==> config.mk <==
export PLATFORM = sky130hd
export DESIGN_NAME = doc_step
export DESIGN_NICKNAME = d
export VERILOG_FILES = /design/src/doc_pkg.sv /design/src/doc_step.sv
export SDC_FILE = /design/constraint.sdc
export NUM_CORES = 1
export LEC_CHECK = 0
export ABC_AREA = 1
export BUFFER_PORTS_ARGS = -buffer_cell sky130_fd_sc_hd__buf_2
export CAP_MARGIN = 20
export CORE_MARGIN = 2
export CORE_UTILIZATION = 51
export DETAILED_ROUTE_END_ITERATION = 12
export PLACE_DENSITY = 0.95
export SYNTH_ARGS = -nofsm -noshare
export SYNTH_HDL_FRONTEND = slang
export SYNTH_SLANG_ARGS = --single-unit
==> constraint.sdc <==
create_clock -name vclk -period 2.05
set_clock_uncertainty 0.2 [all_clocks]
set_input_delay 0.205 -clock vclk [all_inputs]
set_output_delay 0.205 -clock vclk [all_outputs]
set_load 0.02 [all_outputs]
==> src/doc_pkg.sv <==
// Shared types, codes and character classes for the directive operand checker.
// Used by doc_step and directive_operand_checker; depends on nothing else.
package doc_pkg;

	// Input request: one operand character and its line framing.
	typedef struct packed {
		logic [7:0] ch;
		logic       line_start;
		logic [1:0] kind;
	} doc_in_t;

	// Result request: one per input character.
	typedef struct packed {
		logic       keep;
		logic [7:0] out_char;
		logic       line_done;
		logic [3:0] error_code;
	} doc_out_t;

	typedef enum logic [9:0] {
		PH_IDLE    = 10'b00_0000_0001,
		PH_S_LEAD  = 10'b00_0000_0010,
		PH_S_IN    = 10'b00_0000_0100,
		PH_S_TAIL  = 10'b00_0000_1000,
		PH_N_LEAD  = 10'b00_0001_0000,
		PH_N_SIGN  = 10'b00_0010_0000,
		PH_N_DIG   = 10'b00_0100_0000,
		PH_N_AFTER = 10'b00_1000_0000,
		PH_N_COMMA = 10'b01_0000_0000,
		PH_OTHER   = 10'b10_0000_0000
	} phase_t;

	localparam logic [1:0] KIND_STRING  = 2'd0;
	localparam logic [1:0] KIND_NUMERIC = 2'd1;

	localparam logic [3:0] E_NONE       = 4'd0;
	localparam logic [3:0] E_UNCLOSED   = 4'd1;
	localparam logic [3:0] E_TRAILING   = 4'd2;
	localparam logic [3:0] E_NO_QUOTE   = 4'd3;
	localparam logic [3:0] E_EMPTY      = 4'd4;
	localparam logic [3:0] E_SIGN       = 4'd5;
	localparam logic [3:0] E_UNEXPECTED = 4'd6;
	localparam logic [3:0] E_DBL_COMMA  = 4'd7;
	localparam logic [3:0] E_EXPECT_NUM = 4'd8;

	localparam logic [7:0] CH_NUL   = 8'd0;
	localparam logic [7:0] CH_TAB   = 8'd9;
	localparam logic [7:0] CH_LF    = 8'd10;
	localparam logic [7:0] CH_SPACE = 8'd32;
	localparam logic [7:0] CH_QUOTE = 8'd34;
	localparam logic [7:0] CH_PLUS  = 8'd43;
	localparam logic [7:0] CH_COMMA = 8'd44;
	localparam logic [7:0] CH_MINUS = 8'd45;
	localparam logic [7:0] CH_ZERO  = 8'd48;
	localparam logic [7:0] CH_NINE  = 8'd57;

	function automatic logic is_blank(input logic [7:0] c);
		return (c == CH_SPACE) || (c == CH_TAB);
	endfunction

	function automatic logic is_end(input logic [7:0] c);
		return (c == CH_NUL) || (c == CH_LF);
	endfunction

	function automatic logic is_digit(input logic [7:0] c);
		return (c >= CH_ZERO) && (c <= CH_NINE);
	endfunction

	function automatic logic is_sign(input logic [7:0] c);
		return (c == CH_PLUS) || (c == CH_MINUS);
	endfunction

endpackage

==> src/doc_step.sv <==
// Per-character parser transition: next phase and result for one character.
// Purely combinational; depends on doc_pkg.
module doc_step (
	input  doc_pkg::doc_in_t  item,
	input  doc_pkg::phase_t   phase,
	output doc_pkg::phase_t   next_phase,
	output doc_pkg::doc_out_t res
);
	import doc_pkg::*;

	phase_t     ph;
	phase_t     cur;
	logic       keep;
	logic       done;
	logic [3:0] err;
	logic [7:0] c;

	assign c = item.ch;

	// A line start restarts the parser from the kind, dropping any open line.
	always_comb begin
		if (item.line_start) begin
			if (item.kind == KIND_STRING) begin
				cur = PH_S_LEAD;
			end else if (item.kind == KIND_NUMERIC) begin
				cur = PH_N_LEAD;
			end else begin
				cur = PH_OTHER;
			end
		end else begin
			cur = phase;
		end
	end

	always_comb begin
		ph   = cur;
		keep = 1'b0;
		done = 1'b0;
		err  = E_NONE;
		case (cur)
			PH_S_LEAD: begin
				if (is_blank(c)) begin
					ph = PH_S_LEAD;
				end else if (c == CH_QUOTE) begin
					ph = PH_S_IN;
				end else begin
					err = E_NO_QUOTE;
				end
			end
			PH_S_IN: begin
				if (c == CH_QUOTE) begin
					ph = PH_S_TAIL;
				end else if (is_end(c)) begin
					err = E_UNCLOSED;
				end else begin
					keep = 1'b1;
				end
			end
			PH_S_TAIL: begin
				if (is_end(c)) begin
					done = 1'b1;
				end else if (!is_blank(c)) begin
					err = E_TRAILING;
				end
			end
			PH_N_LEAD, PH_N_COMMA: begin
				if (is_blank(c)) begin
					ph = cur;
				end else if (is_end(c)) begin
					err = (cur == PH_N_LEAD) ? E_EMPTY : E_TRAILING;
				end else if ((cur == PH_N_COMMA) && (c == CH_COMMA)) begin
					err = E_DBL_COMMA;
				end else if (is_digit(c)) begin
					keep = 1'b1;
					ph   = PH_N_DIG;
				end else if (is_sign(c)) begin
					keep = 1'b1;
					ph   = PH_N_SIGN;
				end else begin
					err = E_EXPECT_NUM;
				end
			end
			PH_N_SIGN: begin
				if (is_digit(c)) begin
					keep = 1'b1;
					ph   = PH_N_DIG;
				end else begin
					err = E_SIGN;
				end
			end
			PH_N_DIG, PH_N_AFTER: begin
				if ((cur == PH_N_DIG) && is_digit(c)) begin
					keep = 1'b1;
				end else if (is_blank(c)) begin
					ph = PH_N_AFTER;
				end else if (c == CH_COMMA) begin
					keep = 1'b1;
					ph   = PH_N_COMMA;
				end else if (is_end(c)) begin
					done = 1'b1;
				end else begin
					err = E_UNEXPECTED;
				end
			end
			PH_OTHER: begin
				if (is_end(c)) begin
					done = 1'b1;
				end
			end
			default: begin
				ph = PH_IDLE;
			end
		endcase
	end

	assign next_phase     = (done || (err != E_NONE)) ? PH_IDLE : ph;
	assign res.keep       = keep;
	assign res.out_char   = keep ? c : 8'd0;
	assign res.line_done  = done;
	assign res.error_code = err;

endmodule

==> impl_metrics.py, run 1 <==
metrics = {
    "floorplan": {
        "die-width_um": 48.7,
        "rows": 16,
        "die-height_um": 48.7,
        "start_util_pct": 53.0,
        "io_pins": 45,
    },
    "clock_tree": {
        "cts_setup_buffers": 11,
        "holdBufCountCts": 0,
        "cts_resized": 68,
    },
    "outcome": {
        "lastStage": "4_1_cts",
        "error": "[ERROR DPL-0033] detailed placement checks failed during check placement.",
        "status": "aborted with a tool error",
    },
    "place": {
        "hpwl_um": 2920,
        "dp_slack_ns": -0.359,
        "placed_area_um2": 1540,
        "place_congestion": 0.965,
        "port-buffer-count": 45,
    },
    "synthesis": {
        "synth_area_um2": 1020,
        "post_synth.cell_area_avg_um2": 5.20,
        "yosysWarnings": 0,
        "seq_area_frac_synth_pct": 0,
        "ys_types": 24,
        "synth_nets": 217,
        "synthCells": 196,
    },
}
[logic make-up after synthesis]
family          count (synthesis)  share of synthesized area (%)
compound gates                 21                           13.1
simple gates                  138                           71.7
buf+inv                        37                           15.1
[through the flow]
step	cells	hold slack, ns
after detailed placement	304	0.539
after global placement	304	0.538
after floorplan	196	0.329
[synth_stat cells]
cell type  instances  area [um2]
nand2_2            8        50.1
nor2_4             4        45.0
nor3_2             1        10.0
nand2_8            1        20.0
nand3_1           12        60.1
o21a_1             1        7.51
o21ai_2            3        26.3
nor2_2            12        75.1
nand2_1           40         150
nor3_1             2        10.0
buf_4              2        15.0
o32ai_2            1        16.3
a21oi_1            7        35.0
o21ai_1            2        10.0
inv_2              4        15.0
o21ai_0            6        30.0
nand3_2            7        70.1
buf_6              1        11.3
o2bb2ai_1          1        8.76
inv_1             30         113
nor2_8             1        20.0
nor2_1            38         143
nand3b_1           2        15.0
nand4_1           10        62.6
==> run 2: changes to the inputs <==
CORE_AREA = 2 2 63 65   (was unset)
CORE_MARGIN = unset   (was 2)
CORE_UTILIZATION = unset   (was 51)
DIE_AREA = 0 0 65 67   (was unset)
PLACE_DENSITY = unset   (was 0.95)
PLACE_DENSITY_LB_ADDON = 0.15   (was unset)
==> run 2 against run 1 <==
- the flow now finishes, with violations (negative setup slack)
- synthesized area stayed put
- synthesized cell count stayed put
==> impl_metrics.py, run 2 <==
metrics = {
    "setup_path": {
        "crit_path_end_kind": "primary output",
        "cpMostUsedCell": "nor2_4",
        "cp.arrival_ns": 1.82,
        "crit_fanout": 8,
        "cp_slowest_cell": "nor2_1",
        "startpoint_type": "primary input",
        "slowest_delay_ns": 0.16,
        "path_cells": "buf_8 > nor2_4 > nand2_2 > nor2_4 > nand2_1 > o21ai_2 > nor2_2 > nand2_1 > o21ai_1 > nor2_1 > nand2_2 > nor2_4 > nand2_8 > nor2_4 > buf_6",
        "crit_type": "in2out",
        "crit_required_ns": 1.64,
    },
    "synthesis": {
        "synth_area_um2": 1020,
        "synthCells": 196,
        "yosysMostFrequentCell": "nand2_1",
        "ys_types": 24,
        "seq_area_frac_synth_pct": 0,
        "post_synth.cell_area_avg_um2": 5.20,
        "synth_nets": 217,
        "synth.top_cell.area_share_pct": 14.7,
        "yosys.area.top_type": "nand2_1",
        "yosysWarnings": 0,
        "synth_area_leaders": "nand2_1 15%, nor2_1 14%, inv_1 11%",
        "yosys-top-cells-count": "40 x nand2_1, 38 x nor2_1, 30 x inv_1",
    },
    "sta": {
        "worstMarginPinSlew_ns": 0.271,
        "fmax_mhz": 450,
        "hold_viol": 0,
        "fin_crit_ns": 2.22,
        "rsz0062_at_grt": "true",
        "finalSetupViolCount": 18,
        "min_period_over_period_pct": 108,
        "report.final.slew_viol_count": 0,
        "setup_ws_ns": -0.171,
        "slew_headroom_pct": 81.8,
    },
    "power": {
        "p_clk_share_pct": 0,
        "switching_share_pct": 56.9,
        "p_per_area_nw_per_um2": 141,
        "switchingPower_mw": 0.159,
        "leakage_nw": 1.04,
        "power.share.sequential_pct": 0,
        "ir_worst_vdd_v": 0.0000931,
        "cell_internal_pwr_mw": 0.121,
        "combinationalPowerShare_pct": 100.0,
    },
    "place": {
        "port-buffer-count": 45,
        "dp_slack_ns": -0.341,
        "place_congestion": 0.897,
        "hpwl_um": 2750,
        "placed_cells": 334,
    },
    "routing": {
        "ant_nets": 0,
        "via_count": 1534,
        "drt-initial-drc-count": 47,
        "routed_via_density": 4.51,
        "drc": 0,
        "wirelength_um": 3530,
        "dr.pass1.iters": 5,
        "avgRoutedWirePerCell_um": 10.4,
    },
    "floorplan": {
        "design.die.area_um2": 4360,
        "io_pins": 45,
        "rows": 22,
        "die-height_um": 67,
        "die-width_um": 65,
        "core-area_um2": 3610,
        "start_util_pct": 28.2,
    },
    "flow_run": {
        "maxCapViolCount": 0,
    },
    "outcome": {
        "violations": "negative setup slack",
        "status": "finished with violations",
    },
    "layout": {
        "fin_nets": 315,
        "fill_cells": 370,
        "nClkBuffers": 0,
        "mostFrequentLayoutCells": "50 x buf_4, 31 x nand2_1, 31 x buf_2",
        "final_common_cell": "buf_4",
        "drive_gt1_share_pct": 58.6,
        "seq_cell_count": 0,
        "diodes": 0,
        "register_area_um2": 0,
        "area_growth_pct": 95.0,
        "fin_cells": 340,
    },
    "global_routing": {
        "grt.overflow.total": 0,
        "track_usage_pct": 16.2,
        "antenna_found_initial": 0,
        "grt_pass1_wl_um": 5740,
        "grt_pass1_vias": 1388,
        "grt_start_max_net_pins": 10,
    },
    "clock_tree": {
        "holdBufCountCts": 0,
    },
    "min_path": {
        "hold_class": "in2out",
    },
}
## run 2: cells by family after synthesis
kind of cell | after synthesis | synth area share, %
compound gates | 21 | 13.1
buf+inv | 37 | 15.1
simple gates | 138 | 71.7
## run 2: final timing paths
path,from,end,slack [ns],depth (start not counted)
worst min-delay path,item[10],res[12],0.54,4
worst max-delay path,item[9],next_phase[7],-0.17,15
## run 2: per-stage QoR
step | util (%) | total power [mW] | hold WS [ns] | setup TNS, ns | area (um2)
2_1_floorplan | - | 0.131 | 0.329 | -0.349 | 1020
3_3_place_gp | 45.4 | 0.225 | 0.536 | -4.66 | 1640
3_5_place_dp | 45.4 | 0.226 | 0.545 | -4.82 | 1640
4_1_cts | 52.2 | 0.267 | 0.533 | -1.46 | 1880
5_1_grt | 55.1 | 0.307 | 0.554 | -4.71 | 1990
6_report | 55.1 | 0.279 | 0.537 | -2.38 | 1990
## run 2: critical path: cells and delay by family
kind	cells	cell delay (ns)
buffers and inverters	2	0.22
and+or+nand+nor	11	1.20
AOI/OAI and AO/OA	2	0.18
## run 2: cell type report
class                      count  area [um2]  area share (%)
timing repair buffer          98         726            36.5
tap                           48        60.1            3.02
inverter                      34         140            7.06
timing repair inverter         1        6.26           0.315
multi-input combinational    159        1050            53.1
## run 2: power groups by stage
stage                     logic, mW  registers (mW)  clock network (mW)
final                         0.279               0                   0
after global routing          0.307               0                   0
after CTS                     0.267               0                   0
after detailed placement      0.226               0                   0
after global placement        0.225               0                   0
after floorplan               0.131               0                   0
## run 2: per-layer routing
layer / GRT usage [%] / vias up / wire length [um]
li1: - / 824 / -
met1: 19.8 / 671 / 1580
met4: 0.798 / 0 / 20
met2: 32.3 / 37 / 1810
met3: 0.845 / 2 / 112
met5: 0 / - / 0
## run 2: timing repair
| action | CTS | global route |
|---|---|---|
| setup endpoints to repair | 21 | 21 |
| gates resized for setup | 63 | 25 |
| pin swaps | 11 | 14 |
| setup buffers | 4 | 3 |
| cloned | 1 | 0 |
(Power assumes the default switching activity.)
==> run 3: changes to the inputs <==
clock period = 1.95 ns   (was 2.05 ns; I/O delays follow)
==> run 3 against run 2 <==
- the run still ends with negative setup slack left
- final cell count is 0.59% higher
- first-iteration DRC count up 79%
- critical path type unchanged
- core utilization grew 5.7 points
- highest routed layer unchanged
- largest cell class unchanged
- sequential share of layout area unchanged
==> impl_metrics.py, run 3 (synthesis results as in run 2) <==
metrics = {
    "outcome": {
        "status": "finished with violations",
        "violations": "negative setup slack",
    },
    "layout": {
        "fin_nets": 317,
        "seq_cell_count": 0,
        "final_common_cell": "buf_4",
        "fill_cells": 355,
        "nClkBuffers": 0,
        "diodes": 0,
        "area_growth_pct": 115,
        "mostFrequentLayoutCells": "56 x buf_4, 26 x nand2_1, 23 x inv_1, 23 x nor2_1",
        "post-route-cell-area_um2": 2190,
        "drive_gt1_share_pct": 63.3,
        "register_area_um2": 0,
    },
    "power": {
        "p_total_mw": 0.342,
        "p_per_area_nw_per_um2": 156,
        "leakage_nw": 1.08,
        "ir_worst_vdd_v": 0.000120,
    },
    "floorplan": {
        "io_pins": 45,
        "rows": 22,
        "design.die.area_um2": 4360,
        "die-width_um": 65,
        "start_util_pct": 28.2,
        "core-area_um2": 3610,
        "die-height_um": 67,
    },
    "setup_path": {
        "cp.buffers_inverters": 2,
        "cpMostUsedCell": "nor2_4",
        "crit_required_ns": 1.55,
        "crit_type": "in2out",
        "cp_top_family": "simple AND/OR/NAND/NOR gates",
        "crit_fanout": 8,
        "cp_slowest_cell": "nand4_1",
        "crit_path_end_kind": "primary output",
        "path_cells": "buf_6 > nor2_4 > nand3_4 > nor3_4 > nand4_1 > nand4_1 > nand2_1 > nor2_4 > nand2_8 > nor2_4 > buf_6",
        "slowest_delay_ns": 0.26,
        "startpoint_type": "primary input",
        "cp.arrival_ns": 1.88,
    },
    "place": {
        "dp_slack_ns": -0.375,
        "place_congestion": 0.891,
        "placed_area_um2": 1750,
        "hpwl_um": 2940,
        "port-buffer-count": 45,
    },
    "sta": {
        "hold_viol": 0,
        "report.final.slew_viol_count": 0,
        "fin_hold_ws_ns": 0.508,
        "finalSetupViolCount": 20,
        "setup_ws_ns": -0.324,
        "slew_headroom_pct": 75.8,
        "fin_crit_ns": 2.27,
        "fmax_mhz": 440,
        "rsz0062_at_grt": "true",
        "tns_ns": -4.77,
        "min_period_over_period_pct": 117,
        "worstMarginPinSlew_ns": 0.363,
    },
    "global_routing": {
        "track_usage_pct": 16.2,
        "grtUsageMet3_pct": 0.338,
        "antenna_found_initial": 0,
        "met2_usage_pct": 29.3,
        "grtUsageMet1_pct": 21.9,
        "grt_start_max_net_pins": 12,
        "grt_pass1_wl_um": 5840,
        "busiest_layer": "met2",
        "grt_pass1_vias": 1405,
        "grt.overflow.total": 0,
    },
    "routing": {
        "wirelength_um": 3960,
        "ant_nets": 0,
        "via_count": 1592,
        "avgRoutedWirePerCell_um": 11.6,
        "routed_via_density": 4.65,
        "drt-initial-drc-count": 84,
        "dr.pass1.iters": 4,
        "drc": 0,
    },
    "clock_tree": {
        "holdBufCountCts": 0,
    },
    "min_path": {
        "hold_class": "in2out",
    },
    "flow_run": {
        "maxCapViolCount": 0,
    },
}
-- run 3: changes by cell type in the layout (fill, tap and decap cells not counted), sizes merged --
cell	previous run	this run
buf	98	99
nor2	55	56
-- run 3: worst paths after layout --
path / slack (ns) / endpoint / depth (start not counted) / start
worst min-delay path: 0.51 / res[12] / 4 / item[10]
worst max-delay path: -0.32 / next_phase[4] / 11 / item[9]
-- run 3: worst min-delay path: cells and delay by family --
family / cells / cell delay, ns
buffers and inverters: 3 / 0.28
and+or+nand+nor: 1 / 0.04
-- run 3: cell type report --
| cell class | count | area, um2 | share of cell area [%] |
|---|---|---|---|
| well taps | 48 | 60.1 | 2.74 |
| repair buffers | 99 | 798 | 36.5 |
| repair inverters | 1 | 8.76 | 0.400 |
| inverters | 34 | 149 | 6.80 |
| multi-input cells | 160 | 1170 | 53.6 |
-- run 3: power breakdown --
group          total [mW]  switching (mW)  internal (mW)
Sequential              0               0              0
Clock                   0               0              0
Combinational       0.342           0.194          0.147
-- run 3: metal layers --
layer  wire (um)  vias up
li1            -      828
met1        1800      718
met2        1950       40
met3         149        6
met4          53        0
met5           0        -
-- run 3: stage by stage --
step / std cells / util, %
finish: 342 / 60.7
global placement: 334 / 48.5
global route: 342 / 60.7
detailed placement: 334 / 48.5
CTS: 337 / 52.2
floorplan: 196 / -
-- run 3: repair_timing --
item                                    CTS  global route
gates resized for setup                  33            77
endpoints found under the setup margin   23            22
endpoints found under the hold margin     0             0
pin swaps                                 8            33
setup buffers                             4             7
gates cloned                              0             2
